File: src/rtl/rpc_pkg.sv
// Package for the R-peak counter: payload structs, queue entry, constants.
// No dependencies; imported by every module of the block.
`timescale 1ns / 1ps
package rpc_pkg;

  localparam int MAX_RECORD_LEN = 65536;
  localparam int IDX_W = $clog2(MAX_RECORD_LEN);
  localparam int POS_W = $clog2(MAX_RECORD_LEN + 1);
  localparam int SMP_W = 16;
  localparam int WIN_W = 16;
  localparam int CNT_W = 16;
  localparam int SUM_W = ((IDX_W > WIN_W) ? IDX_W : WIN_W) + 1;

  localparam int QDEPTH = 2;
  localparam int QPTR_W = $clog2(QDEPTH);
  localparam int QCNT_W = $clog2(QDEPTH + 1);

  localparam int PADDR_W = 3;
  localparam int PDATA_W = 32;
  localparam logic [PADDR_W-3:0] REG_GAP_WIN = '0;

  typedef struct packed {
    logic signed [SMP_W-1:0] sample;
    logic                    last_sample;
  } in_t;

  typedef struct packed {
    logic             prev_is_peak;
    logic             final_is_peak;
    logic [CNT_W-1:0] peak_total;
    logic             record_done;
  } out_t;

  // Classified beat handed from front to back.
  typedef struct packed {
    logic             prev_cand;
    logic             final_cand;
    logic [IDX_W-1:0] prev_idx;
    logic [IDX_W-1:0] final_idx;
    logic             last;
  } cand_t;

endpackage

File: src/rtl/rpc_front.sv
// Front end: magnitude, neighbor compare and sample indexing per input beat.
// Depends on rpc_pkg.
`timescale 1ns / 1ps
module rpc_front import rpc_pkg::*; (
  input  logic  clk_i,
  input  logic  rst_ni,
  input  logic  in_valid_i,
  output logic  in_ready_o,
  input  in_t   in_data_i,
  output logic  push_o,
  output cand_t push_data_o,
  input  logic  q_full_i
);

  logic [SMP_W-1:0] prev_mag_q, prev_mag_d;
  logic [SMP_W-1:0] older_mag_q, older_mag_d;
  logic [POS_W-1:0] pos_q, pos_d;
  logic [SMP_W-1:0] mag;
  logic [POS_W-1:0] pos_m1;
  logic             take;

  assign in_ready_o = !q_full_i;
  assign take       = in_valid_i && !q_full_i;
  assign push_o     = take;

  always_comb begin
    mag    = in_data_i.sample[SMP_W-1] ? (SMP_W'(0) - SMP_W'(in_data_i.sample))
                                       : SMP_W'(in_data_i.sample);
    pos_m1 = pos_q - POS_W'(1);

    push_data_o.last      = in_data_i.last_sample;
    push_data_o.prev_idx  = pos_m1[IDX_W-1:0];
    push_data_o.final_idx = (pos_q == POS_W'(MAX_RECORD_LEN)) ? IDX_W'(MAX_RECORD_LEN - 1)
                                                               : pos_q[IDX_W-1:0];
    if (pos_q == POS_W'(1)) begin
      push_data_o.prev_cand = prev_mag_q > mag;
    end else if (pos_q > POS_W'(1)) begin
      push_data_o.prev_cand = (prev_mag_q > older_mag_q) && (prev_mag_q > mag);
    end else begin
      push_data_o.prev_cand = 1'b0;
    end
    push_data_o.final_cand = in_data_i.last_sample && (pos_q != '0) && (mag > prev_mag_q);

    prev_mag_d  = prev_mag_q;
    older_mag_d = older_mag_q;
    pos_d       = pos_q;
    if (take) begin
      if (in_data_i.last_sample) begin
        prev_mag_d  = '0;
        older_mag_d = '0;
        pos_d       = '0;
      end else begin
        older_mag_d = prev_mag_q;
        prev_mag_d  = mag;
        if (pos_q != POS_W'(MAX_RECORD_LEN)) begin
          pos_d = pos_q + POS_W'(1);
        end
      end
    end
  end

  always_ff @(posedge clk_i or negedge rst_ni) begin
    if (!rst_ni) begin
      prev_mag_q  <= '0;
      older_mag_q <= '0;
      pos_q       <= '0;
    end else begin
      prev_mag_q  <= prev_mag_d;
      older_mag_q <= older_mag_d;
      pos_q       <= pos_d;
    end
  end

endmodule

File: src/rtl/rpc_queue.sv
// Two-entry queue of classified beats between front and back.
// Depends on rpc_pkg.
`timescale 1ns / 1ps
module rpc_queue import rpc_pkg::*; (
  input  logic  clk_i,
  input  logic  rst_ni,
  input  logic  push_i,
  input  cand_t push_data_i,
  output logic  full_o,
  input  logic  pop_i,
  output logic  valid_o,
  output cand_t pop_data_o
);

  cand_t             mem_q [QDEPTH];
  logic [QPTR_W-1:0] wptr_q, wptr_d;
  logic [QPTR_W-1:0] rptr_q, rptr_d;
  logic [QCNT_W-1:0] cnt_q, cnt_d;

  assign full_o     = cnt_q == QCNT_W'(QDEPTH);
  assign valid_o    = cnt_q != '0;
  assign pop_data_o = mem_q[rptr_q];

  always_comb begin
    wptr_d = wptr_q;
    rptr_d = rptr_q;
    cnt_d  = cnt_q;
    if (push_i) begin
      wptr_d = (wptr_q == QPTR_W'(QDEPTH - 1)) ? '0 : wptr_q + QPTR_W'(1);
    end
    if (pop_i) begin
      rptr_d = (rptr_q == QPTR_W'(QDEPTH - 1)) ? '0 : rptr_q + QPTR_W'(1);
    end
    case ({push_i, pop_i})
      2'b10:   cnt_d = cnt_q + QCNT_W'(1);
      2'b01:   cnt_d = cnt_q - QCNT_W'(1);
      default: cnt_d = cnt_q;
    endcase
  end

  always_ff @(posedge clk_i) begin
    if (push_i) begin
      mem_q[wptr_q] <= push_data_i;
    end
  end

  always_ff @(posedge clk_i or negedge rst_ni) begin
    if (!rst_ni) begin
      wptr_q <= '0;
      rptr_q <= '0;
      cnt_q  <= '0;
    end else begin
      wptr_q <= wptr_d;
      rptr_q <= rptr_d;
      cnt_q  <= cnt_d;
    end
  end

endmodule

File: src/rtl/rpc_back.sv
// Back end: refractory window test, saturating peak count, output register.
// Depends on rpc_pkg.
`timescale 1ns / 1ps
module rpc_back import rpc_pkg::*; (
  input  logic             clk_i,
  input  logic             rst_ni,
  input  logic [WIN_W-1:0] gap_win_i,
  input  logic             q_valid_i,
  input  cand_t            q_data_i,
  output logic             pop_o,
  output logic             out_valid_o,
  input  logic             out_ready_i,
  output out_t             out_data_o
);

  logic [IDX_W-1:0] acc_q, acc_d;
  logic             any_q, any_d;
  logic [CNT_W-1:0] tot_q, tot_d;
  logic             out_valid_q, out_valid_d;
  out_t             out_q, out_d;

  logic             a1, a2, any1;
  logic [IDX_W-1:0] acc1, acc2;
  logic [CNT_W-1:0] tot1, tot2;
  logic [SUM_W-1:0] lim0, lim1;

  assign pop_o       = q_valid_i && (!out_valid_q || out_ready_i);
  assign out_valid_o = out_valid_q;
  assign out_data_o  = out_q;

  always_comb begin
    // previous sample is judged first, the final one against the updated state
    lim0 = SUM_W'(acc_q) + SUM_W'(gap_win_i) + SUM_W'(1);
    a1   = q_data_i.prev_cand && (!any_q || SUM_W'(q_data_i.prev_idx) >= lim0);
    acc1 = a1 ? q_data_i.prev_idx : acc_q;
    any1 = any_q || a1;
    tot1 = (a1 && tot_q != '1) ? tot_q + CNT_W'(1) : tot_q;

    lim1 = SUM_W'(acc1) + SUM_W'(gap_win_i) + SUM_W'(1);
    a2   = q_data_i.final_cand && (!any1 || SUM_W'(q_data_i.final_idx) >= lim1);
    acc2 = a2 ? q_data_i.final_idx : acc1;
    tot2 = (a2 && tot1 != '1) ? tot1 + CNT_W'(1) : tot1;

    acc_d       = acc_q;
    any_d       = any_q;
    tot_d       = tot_q;
    out_d       = out_q;
    out_valid_d = out_valid_q;
    if (out_valid_q && out_ready_i) begin
      out_valid_d = 1'b0;
    end
    if (pop_o) begin
      out_valid_d         = 1'b1;
      out_d.prev_is_peak  = a1;
      out_d.final_is_peak = a2;
      out_d.peak_total    = tot2;
      out_d.record_done   = q_data_i.last;
      if (q_data_i.last) begin
        acc_d = '0;
        any_d = 1'b0;
        tot_d = '0;
      end else begin
        acc_d = acc2;
        any_d = any1 || a2;
        tot_d = tot2;
      end
    end
  end

  always_ff @(posedge clk_i) begin
    out_q <= out_d;
  end

  always_ff @(posedge clk_i or negedge rst_ni) begin
    if (!rst_ni) begin
      acc_q       <= '0;
      any_q       <= 1'b0;
      tot_q       <= '0;
      out_valid_q <= 1'b0;
    end else begin
      acc_q       <= acc_d;
      any_q       <= any_d;
      tot_q       <= tot_d;
      out_valid_q <= out_valid_d;
    end
  end

endmodule

File: src/rtl/r_peak_counter_unit.sv
// R-peak counter top: APB register, front end, queue, back end.
// Depends on rpc_pkg, rpc_front, rpc_queue, rpc_back.
// Path: an input beat is written into the queue, then taken into the output register.
// Throughput: one beat per cycle while out_ready_i is held high; the two-entry queue decouples input and output stalls.
// Reset: asynchronous, active low; clears the window register, record state, queue and
// output valid.
`timescale 1ns / 1ps
module r_peak_counter_unit import rpc_pkg::*; (
  input  logic               clk_i,
  input  logic               rst_ni,
  input  logic               in_valid_i,
  output logic               in_ready_o,
  input  in_t                in_data_i,
  output logic               out_valid_o,
  input  logic               out_ready_i,
  output out_t               out_data_o,
  input  logic               psel,
  input  logic               penable,
  input  logic               pwrite,
  input  logic [PADDR_W-1:0] paddr,
  input  logic [PDATA_W-1:0] pwdata,
  output logic [PDATA_W-1:0] prdata,
  output logic               pready
);

  logic [WIN_W-1:0] gap_win_q;
  logic             push, pop, q_full, q_valid;
  cand_t            push_data, pop_data;
  logic             reg_hit;

  assign pready  = 1'b1;
  assign reg_hit = paddr[PADDR_W-1:2] == REG_GAP_WIN;
  assign prdata  = reg_hit ? PDATA_W'(gap_win_q) : '0;

  always_ff @(posedge clk_i or negedge rst_ni) begin
    if (!rst_ni) begin
      gap_win_q <= '0;
    end else if (psel && penable && pwrite && pready && reg_hit) begin
      gap_win_q <= pwdata[WIN_W-1:0];
    end
  end

  rpc_front u_front (
    .clk_i       (clk_i),
    .rst_ni      (rst_ni),
    .in_valid_i  (in_valid_i),
    .in_ready_o  (in_ready_o),
    .in_data_i   (in_data_i),
    .push_o      (push),
    .push_data_o (push_data),
    .q_full_i    (q_full)
  );

  rpc_queue u_queue (
    .clk_i       (clk_i),
    .rst_ni      (rst_ni),
    .push_i      (push),
    .push_data_i (push_data),
    .full_o      (q_full),
    .pop_i       (pop),
    .valid_o     (q_valid),
    .pop_data_o  (pop_data)
  );

  rpc_back u_back (
    .clk_i       (clk_i),
    .rst_ni      (rst_ni),
    .gap_win_i   (gap_win_q),
    .q_valid_i   (q_valid),
    .q_data_i    (pop_data),
    .pop_o       (pop),
    .out_valid_o (out_valid_o),
    .out_ready_i (out_ready_i),
    .out_data_o  (out_data_o)
  );

endmodule

File: config.mk
export PLATFORM = sky130hd
export DESIGN_NAME = r_peak_counter_unit
export DESIGN_NICKNAME = d
export VERILOG_FILES = /design/src/rtl/rpc_pkg.sv /design/src/rtl/rpc_front.sv /design/src/rtl/rpc_queue.sv /design/src/rtl/rpc_back.sv /design/src/rtl/r_peak_counter_unit.sv
export SDC_FILE = /design/constraint.sdc
export NUM_CORES = 1
export LEC_CHECK = 0
export CAP_MARGIN = 5
export CORE_MARGIN = 2
export CORE_UTILIZATION = 52
export CTS_BUF_LIST = sky130_fd_sc_hd__clkbuf_16
export CTS_CLUSTER_DIAMETER = 40
export DETAILED_ROUTE_END_ITERATION = 10
export DONT_BUFFER_PORTS = 1
export PLACE_DENSITY = 0.68
export SLEW_MARGIN = 20
export SYNTH_ARGS = -nofsm -noshare
export SYNTH_HDL_FRONTEND = slang
export SYNTH_HIERARCHICAL = 1
export SYNTH_SLANG_ARGS = --single-unit
File: constraint.sdc
create_clock -name clk_i -period 21.2 [get_ports clk_i]
set_input_delay 0 -clock clk_i [delete_from_list [all_inputs] [get_ports clk_i]]
set_output_delay 0 -clock clk_i [all_outputs]
set_load 0.1 [all_outputs]
==> summary.md, run 1 <==
| Metric | Value |
|---|---|
| Share of layout cells above drive strength 1 | 0.105 |
| Wire length of the first global-routing pass | around 46 mm |
| Basic-gate share of the synthesized area counting and, or, nand and nor cells | 0.170 |
| Library cells used by synthesis | a little over 80 |
| Total count of hold-check failures in the final report | 0 |
| Adder-cell area share of the yosys netlist | 0.105 |
| Post-Syn Instances | between 1000 and 1500 |
| Most common cell on crit path | sky130_fd_sc_hd__o21ai_0 |
| RSZ-0062 raised after global routing | no |
| Post-synthesis instance area | roughly 13000 um2 |
| ANT nets after route | 0 |
| Clk sinks | about 190 |
| CP Capture Type | flip-flop |
| Worst stage delay on the critical path | approximately 500 ps |
| Commonest cells after routing, fill and taps aside | sky130_fd_sc_hd__nand2_1 (169), sky130_fd_sc_hd__ha_1 (105), sky130_fd_sc_hd__dfrtp_1 (102) |
| Count of max-cap constraint violations | 0 |
| Worst path bufs/invs | 4 |
| Max Clk Rate | ~0.096 GHz |
| Sum of routed wire length over all layers | around 28 mm |
| Most common flop cell mapped by yosys | sky130_fd_sc_hd__dfrtp_1 |
| Final Critical Period | between 10000 and 15000 ps |
| Number of H-tree levels | 4 |
| IR drop worst, VDD | between 0.00007 and 0.00008 V |
| Data arrival time of the critical path | about 11000 ps |
| Final Total Pwr | roughly 2.2 mW |
| Path type of the worst min-delay path | primary input to flip-flop |
| Worst rel slew slack | 0.286 |
| Worst path required time | ~22000 ps |
| Final instance area | roughly 14000 um2 |
| Effective utilization at floorplan | 0.531 |
| Layout Skew | approximately 13 ps |
| Clock latency of the later-clocked register in the worst-skew pair | 430 ps |
| Share of the synthesized netlist area taken by xor and xnor gates | 0.0595 |
| Via-per-instance ratio | 5.74 |
| Horizontal die dimension | between 150 and 200 um |
| Wire length per cell after detailed routing | approximately 17 um |
| Count of state elements after synthesis | 192 |
| Count of placed standard cells in the final layout, fillers left out | between 1500 and 2000 |
| Number of slew-limit violations in the final report | 0 |
| Mean area per synthesized cell | ~10 um2 |
| Vertical die dimension | 162 um |
| Main combinational cell family by area after synthesis | simple AND/OR/NAND/NOR gates |
| Final weighted congestion in routability-driven placement | between 0.8 and 0.9 |
| Total number of vias | roughly 9500 |
| Setup violators final | 0 |
| CP Launch Point | gap_win_q[1] |
| Share of flip-flops with an asynchronous set or reset | 0.536 |
| Final net count | approximately 1500 |
| Cells resized by post-CTS repair | 0 |
| Critical hold path startpoint | in_data_i[16] |
| Result of the run | complete, no violations |
| Layout-stage area growth over the synthesis result | 8.86% |
| Cell area after placement | between 10000 and 15000 um2 |
| Cell type of the slowest stage on the worst timing path | sky130_fd_sc_hd__dfrtp_1 |
| Count of placed standard cells including taps | 1578 |
| Total power divided by cell area | approximately 160 nW/um2 |
| Synthesized-area fraction occupied by ao, oa, aoi and oai cells | 0.135 |
| Top-level port count | 113 |
| Number of diodes | 0 |
| Overflow left after global routing | 0 |
| Total DRC errors in the routed layout | 0 |
| Overall die area | about 26000 um2 |
| Period Utilization, post-route | 0.490 |
| Clock tree from TritonCTS | done |
| Number of global-route vias before repair | about 9300 |
| Sequential cell area fraction in the yosys report | 0.405 |
| Iteration-0 DRC count of the detailed router | roughly 630 |
| Tightest Pin Transition | between 1000 and 1500 ps |
| Critical setup path kind | flip-flop to flip-flop |
| Maximum buffer depth of the clock tree | 2 |
| Port bufs | 0 |
| Clock buffer count from CTS | 17 |
| Placeable core region | ~24000 um2 |
| Overall routing resource usage | 0.220 |
| Critical Path Source Type | flip-flop |
| Startpoint of the worst register-to-register path | gap_win_q[1] |
| Leakage power figure | 6.03 nW |
| Number of synthesis warnings | 6 |
| Number of rows in the core area | 57 |
| Kind of cell with the highest combined delay on the critical path | compound AO/OA/AOI/OAI gates |
| EDFF count, synth | between 80 and 90 |
| Root buf cell | sky130_fd_sc_hd__clkbuf_16 |
| Count of TritonRoute iterations in the first routing pass | 5 |
| Mux contribution to synthesized area | 0.0705 |
| HPWL after DPL | 19.8 mm |
| Leading cell type in the layout, fill and taps excluded | sky130_fd_sc_hd__nand2_1 |
| Number of antenna violations at the first check in global routing | 0 |
| Clock-pin slew on the worst setup and hold paths | approximately 80 ps |
| Crit path max fanout | 27 |
| Final sum of negative setup slack | 0 ps |
| Maximum number of pins on one net before global-route repair | ~100 |
| Fillers | 2068 |
[area by class of cell]
class                           instances  area (um2)  share of cell area
Inverter                               76         285              0.0202
Timing Repair Buffer                   54         526              0.0373
Clock buffer                           17         425              0.0302
Multi-Input combinational cell        975        7090               0.503
Sequential cell                       192        5250               0.372
Tap cell                              324         405              0.0288
Clock inverter                         15         121             0.00861
[layer usage]
metal / track usage / vias to the layer above / wire length [um]
li1: - / 4666 / -
met1: 0.291 / 4549 / 12900
met2: 0.380 / 239 / 13700
met3: 0.0314 / 29 / 1270
met4: 0.0607 / 0 / 400
met5: 0 / - / 0
[cell usage after synthesis, types with 10 or more instances]
| library cell | number | area (um2) |
|---|---|---|
| sky130_fd_sc_hd__nor2_1 | 70 | 263 |
| sky130_fd_sc_hd__o211ai_1 | 11 | 82.6 |
| sky130_fd_sc_hd__buf_4 | 19 | 143 |
| sky130_fd_sc_hd__nand2b_1 | 28 | 175 |
| sky130_fd_sc_hd__dfrtp_1 | 103 | 2580 |
| sky130_fd_sc_hd__a22o_1 | 15 | 131 |
| sky130_fd_sc_hd__edfxtp_1 | 89 | 2670 |
| sky130_fd_sc_hd__ha_1 | 105 | 1310 |
| sky130_fd_sc_hd__mux2i_1 | 17 | 170 |
| sky130_fd_sc_hd__inv_1 | 75 | 282 |
| sky130_fd_sc_hd__o31ai_1 | 28 | 210 |
| sky130_fd_sc_hd__nor2b_1 | 20 | 125 |
| sky130_fd_sc_hd__xnor2_1 | 63 | 552 |
| sky130_fd_sc_hd__mux2_2 | 14 | 158 |
| sky130_fd_sc_hd__o21ai_0 | 64 | 320 |
| sky130_fd_sc_hd__mux2_4 | 39 | 586 |
| sky130_fd_sc_hd__nand4_1 | 13 | 81.3 |
| sky130_fd_sc_hd__xor2_1 | 25 | 219 |
| sky130_fd_sc_hd__clkbuf_1 | 35 | 131 |
| sky130_fd_sc_hd__nand3_1 | 23 | 115 |
| sky130_fd_sc_hd__a21oi_1 | 44 | 220 |
| sky130_fd_sc_hd__nor3_1 | 31 | 155 |
| sky130_fd_sc_hd__a21o_1 | 13 | 97.6 |
| sky130_fd_sc_hd__nand2_1 | 169 | 634 |
| sky130_fd_sc_hd__nor4_1 | 14 | 87.6 |
| sky130_fd_sc_hd__or3_1 | 10 | 62.6 |
[final timing paths]
check                      slack, ps                endpoint  cells past startpoint
max                            10810         u_back/tot_q[2]                     46
min                               20  u_front/prev_mag_q[14]                      3
max reg2reg                    10810         u_back/tot_q[2]                     46
min reg2reg                      480  u_front/older_mag_q[3]                      2
max in group asynchronous      20570          u_queue/rptr_q                      2
min in group asynchronous        200         u_back/acc_q[6]                      2
[report_power, final]
group | switching (mW) | internal [mW] | total, mW
Combinational | 0.718 | 0.477 | 1.20
Sequential | 0.170 | 0.522 | 0.692
Clock | 0.143 | 0.161 | 0.304
[kinds of logic (layout without fill, tap and decap cells)]
kind of cell,Yosys count,after routing
buffers and inverters,147,162
DFF,192,192
adders and majority gates,107,107
and+or+nand+nor,439,439
muxes,70,70
other,2,17
xor gates and xnor gates,88,88
AOI/OAI and AO/OA,254,254
[metrics by stage]
step / util / hold WS, ps / setup slack, ps
2_1_floorplan: - / -296 / 12490
3_3_place_gp: 0.537 / -293 / 11060
3_5_place_dp: 0.537 / -293 / 10970
4_1_cts: 0.578 / 7.91 / 10890
5_1_grt: 0.578 / 26.7 / 10070
6_report: 0.578 / 23.8 / 10810
[sequential cells by signal (all words and copies together) (netlist names)]
signal / count
u_queue/mem_q: 70
u_back/out_valid_o: 1
u_queue/cnt_q: 2
gap_win_q: 16
u_back/acc_q: 16
u_back/out_data_o: 19
u_queue/wptr_q: 1
u_front/prev_mag_q: 16
u_back/any_q: 1
u_front/pos_q: 17
u_queue/rptr_q: 1
u_back/tot_q: 16
u_front/older_mag_q: 16
[tightest hold or removal path: stages]
cell                     delay [ps]
sky130_fd_sc_hd__o41a_1         130
sky130_fd_sc_hd__xor2_1          90
sky130_fd_sc_hd__a31o_1         200
[repair_timing]
action | 4_1_cts | 5_1_grt
hold endpoints to repair | 163 | 0
buffers inserted | 0 | 0
hold buffers | 43 | 0
Power figures use the tool's default switching activity.
==> run 2, diff against run 1 <==
- PLACE_DENSITY: 0.68 -> 0.71
- clock period: 21.2 -> 8.59 ns (I/O delays scaled with it)
==> run 2 against run 1 <==
Sequential share of layout area down 0.64 points; critical path depth unchanged; flip-flop and latch count did not move; core utilization rose by 1.0 points; via count up 1.5%; global-route usage up 0.27 points; sequential power up 150%; register-to-register slack lost 10000 ps; hold slack gained 1.5 ps; clock skew grew 2.1 ps; critical path type unchanged; critical endpoint is now u_back/tot_q[14].
==> summary.md, run 2 (same netlist as run 1, synthesis figures left out) <==
| Metric | Value |
|---|---|
| Result of the run | complete, no violations |
| Port bufs | 0 (unchanged) |
| Total DRC errors in the routed layout | 0 (unchanged) |
| Layout-stage area growth over the synthesis result | 10.8% |
| Fillers | 2068 (unchanged) |
| Number of flip-flops under the largest register name | 70 (unchanged) |
| Crit path setup slack, layout | 447 ps (-10360 ps) |
| Worst setup slack before clock tree synthesis | -247 ps (-11210 ps) |
| Wire length per cell after detailed routing | 17.5 um (+2.2%) |
| Share of layout cells above drive strength 1 | 0.131 (+0.0266) |
| Number of slew-limit violations in the final report | 0 (unchanged) |
| Setup violators final | 0 (unchanged) |
| Overall die area | 26200 um2 (unchanged) |
| Maximum buffer depth of the clock tree | 2 (unchanged) |
| Path type of the worst min-delay path | primary input to flip-flop |
| Cell type of the slowest stage on the worst timing path | sky130_fd_sc_hd__or3_4 |
| Layout Skew | 15.5 ps (+2.10 ps) |
| Final Critical Period | 8140 ps (-2250 ps) |
| ANT nets after route | 0 (unchanged) |
| Clock-pin slew on the worst setup and hold paths | 80 ps (about the same) |
| Period Utilization, post-route | 0.948 (+0.458) |
| Clock latency of the later-clocked register in the worst-skew pair | 430 ps (about the same) |
| Commonest cells after routing, fill and taps aside | sky130_fd_sc_hd__nand2_1 (168), sky130_fd_sc_hd__ha_1 (103), sky130_fd_sc_hd__dfrtp_1 (102) |
| Worst path required time | 8910 ps (-12600 ps) |
| Max Clk Rate | 0.123 GHz (+28%) |
| Final weighted congestion in routability-driven placement | 0.877 (+0.39%) |
| Data arrival time of the critical path | 8470 ps (-2230 ps) |
| Worst rel slew slack | 0.280 (-0.00614) |
| CP Capture Type | flip-flop |
| Sequential Area | 5250 um2 (unchanged) |
| Final net count | 1495 (+0.88%) |
| Root buf cell | sky130_fd_sc_hd__clkbuf_16 |
| Number of antenna violations at the first check in global routing | 0 (unchanged) |
| Placeable core region | 24400 um2 (unchanged) |
| Iteration-0 DRC count of the detailed router | 783 (+24%) |
| Total power divided by cell area | 392 nW/um2 (+150%) |
| Number of diodes | 0 (unchanged) |
| Number of rows in the core area | 57 (unchanged) |
| Most common cell on crit path | sky130_fd_sc_hd__o21ai_2 |
| Wire length of the first global-routing pass | 47.1 mm (+1.4%) |
| WHS | 25.3 ps (+1.48 ps) |
| Overflow left after global routing | 0 (unchanged) |
| Count of TritonRoute iterations in the first routing pass | 5 (unchanged) |
| Top-level port count | 113 (unchanged) |
| Number of H-tree levels | 4 (unchanged) |
| Leakage power figure | 6.13 nW (+1.7%) |
| Critical setup path kind | flip-flop to flip-flop |
| Count of placed standard cells in the final layout, fillers left out | 1666 (+0.79%) |
| Maximum number of pins on one net before global-route repair | 104 (unchanged) |
| Total count of hold-check failures in the final report | 0 (unchanged) |
| Sum of routed wire length over all layers | 29.1 mm (+3.0%) |
| Effective utilization at floorplan | 0.531 (unchanged) |
| Leading cell type in the layout, fill and taps excluded | sky130_fd_sc_hd__nand2_1 |
| Count of placed standard cells including taps | 1587 (+0.57%) |
| Final sum of negative setup slack | 0 ps (unchanged) |
| Clock tree from TritonCTS | done |
| Clk sinks | 192 (unchanged) |
| Vertical die dimension | 162 um (unchanged) |
| Horizontal die dimension | 162 um (unchanged) |
| Total number of vias | 9623 (+1.5%) |
| Count of max-cap constraint violations | 0 (unchanged) |
| Clock buffer count from CTS | 17 (unchanged) |
| Register with the highest flop count | u_queue/mem_q |
| IR drop worst, VDD | 0.000195 V (+180%) |
| Total area of multi-input combinational cells | 7240 um2 (+2.1%) |
| Number of global-route vias before repair | 9439 (+1.1%) |
| Core occupancy in the finished layout | 0.588 (+0.0101) |
| Via-per-instance ratio | 5.78 (+0.68%) |
| Crit path max fanout | 5 (-81%) |
| Overall routing resource usage | 0.223 (+0.00272) |
| HPWL after DPL | 20.5 mm (+3.1%) |
| Critical Path Source Type | flip-flop |
| Worst stage delay on the critical path | 410 ps (-80 ps) |
| Tightest Pin Transition | 1080 ps (+9.16 ps) |
run 2: report_power, final:
| part | switching, mW | internal [mW] | total (mW) |
|---|---|---|---|
| combinational | 1.87 | 1.31 | 3.18 |
| sequential | 0.437 | 1.29 | 1.73 |
| clock | 0.351 | 0.364 | 0.716 |
run 2: area by class of cell:
type / instances / area share
Multi-Input combinational cell: 975 / 0.504
Clock inverter: 15 / 0.00611
Tap cell: 324 / 0.0283
Inverter: 76 / 0.0201
Timing Repair Buffer: 67 / 0.0454
Sequential cell: 192 / 0.366
Clock buffer: 17 / 0.0297
run 2: routing by layer:
layer	GRT usage	wire length, um
met1	0.297	13500
met2	0.381	13900
met5	0	0
met3	0.0276	1190
met4	0.0680	512
run 2: metrics by stage:
stage	total power, mW	instance area [um2]
6_report	5.63	14300
5_1_grt	6.06	14300
4_1_cts	5.47	14200
3_5_place_dp	4.69	13200
3_3_place_gp	4.61	13200
2_1_floorplan	4.01	13000
run 2: repair_timing:
action / CTS / global route
setup endpoints to repair: 23 / 49
gates resized for setup: 5 / 46
pin swaps: 0 / 16
hold endpoints to repair: 164 / 0
cloned: 0 / 0
hold buffers: 43 / 0
buffers inserted: 0 / 4
run 2: final timing paths:
kind,start,endpoint,slack (ps),cells after the start
min reg2reg,u_front/older_mag_q[13],u_front/older_mag_q[13],480,2
max,gap_win_q[1],u_back/tot_q[14],450,46
min in group asynchronous,rst_ni,gap_win_q[5],110,2
max reg2reg,gap_win_q[1],u_back/tot_q[14],450,46
max in group asynchronous,rst_ni,u_queue/cnt_q[0],7940,2
min,in_data_i[12],u_front/prev_mag_q[13],30,3
run 2: worst max-delay path: cells and delay by family, from the launching register on:
family | cells | cell delay (ps)
and+or+nand+nor | 10 | 1600
AOI/OAI and AO/OA | 27 | 4240
xor gates and xnor gates | 3 | 380
adders and majority gates | 4 | 1110
buffers and inverters | 2 | 270
DFF | 1 | 390
==> run 3, diff against run 2 <==
- BUFFER_PORTS_ARGS: not set -> -buffer_cell sky130_fd_sc_hd__buf_2
- DONT_BUFFER_PORTS: 1 -> not set
- PLACE_DENSITY: 0.71 -> 0.75
==> run 3 against run 2 <==
Cell count up 3.6%; non-clock buffer count increased by 60; register-to-register slack improved by 30 ps; highest routed layer unchanged; critical endpoint unchanged; first-iteration DRC count decreased by 4.1%.
==> summary.md, run 3 (same netlist as run 1, synthesis figures left out) <==
| Metric | Value |
|---|---|
| Total power divided by cell area | 387 nW/um2 (-1.3%) |
| Total number of vias | 9914 (+3.0%) |
| Overflow left after global routing | 0 (unchanged) |
| Number of slew-limit violations in the final report | 0 (unchanged) |
| Max Clk Rate | 0.123 GHz (+0.34%) |
| Worst rel slew slack | 0.382 (+0.102) |
| Period Utilization, post-route | 0.945 (-0.00326) |
| Count of TritonRoute iterations in the first routing pass | 6 (+1) |
| Port bufs | 77 (+77) |
| Data arrival time of the critical path | 8430 ps (-40 ps) |
| Maximum buffer depth of the clock tree | 2 (unchanged) |
| Critical hold path startpoint | in_data_i[11] |
| Setup violators final | 0 (unchanged) |
| Destination of the worst hold path | u_front/prev_mag_q[10] |
| Clock-pin slew on the worst setup and hold paths | 70 ps (about the same) |
| Vertical die dimension | 162 um (unchanged) |
| Commonest cells after routing, fill and taps aside | sky130_fd_sc_hd__nand2_1 (169), sky130_fd_sc_hd__ha_1 (105), sky130_fd_sc_hd__dfrtp_1 (102) |
| Horizontal die dimension | 162 um (unchanged) |
| Worst path required time | 8910 ps (about the same) |
| Critical setup path kind | flip-flop to flip-flop |
| Share of layout cells above drive strength 1 | 0.165 (+0.0343) |
| Worst hold stages | 3 (unchanged) |
| Final weighted congestion in routability-driven placement | 0.899 (+2.5%) |
| Crit path max fanout | 5 (unchanged) |
| Wire length per cell after detailed routing | 16.6 um (-5.3%) |
| Layout Skew | 14.7 ps (-0.787 ps) |
| Startpoint of the worst register-to-register path | gap_win_q[0] |
| Register with the highest flop count | u_queue/mem_q |
| Final sum of negative setup slack | 0 ps (unchanged) |
| Number of diodes | 0 (unchanged) |
| Endpoint of the lowest-slack register-to-register path | u_back/tot_q[14] |
| Wire length of the first global-routing pass | 46.9 mm (-0.45%) |
| Top-level port count | 113 (unchanged) |
| RSZ-0062 raised after global routing | yes |
| Iteration-0 DRC count of the detailed router | 751 (-4.1%) |
| Tightest Pin Transition | 927 ps (-148 ps) |
| Count of max-cap constraint violations | 0 (unchanged) |
| Overall die area | 26200 um2 (unchanged) |
| Layout-stage area growth over the synthesis result | 12.0% |
| Clock latency of the later-clocked register in the worst-skew pair | 430 ps (about the same) |
| Leading cell type in the layout, fill and taps excluded | sky130_fd_sc_hd__nand2_1 |
| Number of H-tree levels | 4 (unchanged) |
| R2r worst-path depth | 43 (-6.5%) |
| IR drop worst, VDD | 0.000188 V (-3.7%) |
| HPWL after DPL | 20.6 mm (+0.58%) |
| Cell type of the slowest stage on the worst timing path | sky130_fd_sc_hd__fa_1 |
| Placeable core region | 24400 um2 (unchanged) |
| Clock buffer count from CTS | 17 (unchanged) |
| Critical Path Source Type | flip-flop |
| Count of placed standard cells including taps | 1665 (+4.9%) |
| Effective utilization at floorplan | 0.531 (unchanged) |
| Maximum number of pins on one net before global-route repair | 57 (-45%) |
| Number of antenna violations at the first check in global routing | 0 (unchanged) |
| Sum of routed wire length over all layers | 28.6 mm (-1.9%) |
| Count of placed standard cells in the final layout, fillers left out | 1726 (+3.6%) |
| Root buf cell | sky130_fd_sc_hd__clkbuf_16 |
| Number of global-route vias before repair | 9637 (+2.1%) |
| Flop-to-flop setup slack | 470 ps (+30 ps) |
| Result of the run | complete, no violations |
| Via-per-instance ratio | 5.74 (-0.56%) |
| Total DRC errors in the routed layout | 0 (unchanged) |
| CP Capture Type | flip-flop |
| Leakage power figure | 6.39 nW (+4.4%) |
| Final net count | 1555 (+4.0%) |
| Worst stage delay on the critical path | 410 ps (about the same) |
| Final Critical Period | 8120 ps (-28.0 ps) |
| Clk sinks | 192 (unchanged) |
| Number of rows in the core area | 57 (unchanged) |
| Path type of the worst min-delay path | primary input to flip-flop |
| Number of flip-flops under the largest register name | 70 (unchanged) |
| Total count of hold-check failures in the final report | 0 (unchanged) |
| Most common cell on crit path | sky130_fd_sc_hd__ha_1 |
| ANT nets after route | 0 (unchanged) |
| Overall routing resource usage | 0.220 (-0.00288) |
| Clock tree from TritonCTS | done |
-- run 3: cell types whose count changed in the layout (fill, tap and decap cells not counted), moves of 3 or more --
cell and change:
sky130_fd_sc_hd__buf_2 +75, sky130_fd_sc_hd__dlygate4sd3_1 -15, sky130_fd_sc_hd__nor2b_1 +11, sky130_fd_sc_hd__nor2b_2 -11, sky130_fd_sc_hd__clkinv_2 +4, sky130_fd_sc_hd__clkinv_4 -3
sky130_fd_sc_hd__clkinvlp_4 -3
-- run 3: critical path, delay by kind of cell (launching register included) --
| kind | cells | cell delay, ps |
|---|---|---|
| XOR/XNOR | 3 | 310 |
| AND/OR/NAND/NOR | 11 | 1690 |
| flip-flops | 1 | 370 |
| AO/OA/AOI/OAI | 21 | 3760 |
| buffers and inverters | 3 | 360 |
| adder cells (fa/ha/maj) | 5 | 1480 |
-- run 3: power breakdown --
group | internal (mW) | switching, mW | total (mW)
Clock | 0.424 | 0.344 | 0.768
Combinational | 1.29 | 2.10 | 3.40
Sequential | 1.28 | 0.165 | 1.45
Total | 3.00 | 2.61 | 5.62
-- run 3: metrics by stage --
stage / power, mW / hold slack (ps) / util / setup WS (ps) / cell area [um2]
2_1_floorplan: 4.01 / -296 / - / 101 / 13000
6_report: 5.62 / 13.5 / 0.595 / 475 / 14500
4_1_cts: 5.54 / 0.702 / 0.590 / 39.6 / 14400
3_3_place_gp: 4.64 / 76.7 / 0.556 / 46.4 / 13600
5_1_grt: 6.02 / 31.4 / 0.595 / -73.1 / 14500
3_5_place_dp: 4.73 / 76.5 / 0.556 / -226 / 13600
-- run 3: cell type report --
type,count,area [um2]
Fill cell,2070,9890
Tap cell,324,405
Multi-Input combinational cell,975,7150
Clock buffer,17,425
Sequential cell,192,5250
Timing Repair Buffer,127,852
Inverter,76,285
Clock inverter,15,131
-- run 3: repair_timing --
action / in CTS / in global routing
setup buffers: 1 / 2
setup endpoints to repair: 23 / 49
hold buffers: 26 / 0
resized for setup: 4 / 29
hold endpoints to repair: 72 / 0
pin swaps: 2 / 7
-- run 3: worst max path at each step --
stage                       startpoint          endpoint  slack (ps)
after floorplan           gap_win_q[1]   u_back/tot_q[2]         100
after CTS                 gap_win_q[1]  u_back/tot_q[14]          40
after global placement    gap_win_q[1]  u_back/tot_q[14]          50
after global routing      gap_win_q[0]  u_back/tot_q[14]         -70
final                     gap_win_q[0]  u_back/tot_q[14]         470
after detailed placement  gap_win_q[1]   u_back/tot_q[9]        -230
-- run 3: per-layer routing --
layer,global-route usage,vias to the layer above,wire [um]
li1,-,4806,-
met1,0.293,4792,13000
met2,0.377,281,13800
met3,0.0253,35,1200
met4,0.0696,0,566
met5,0,-,0
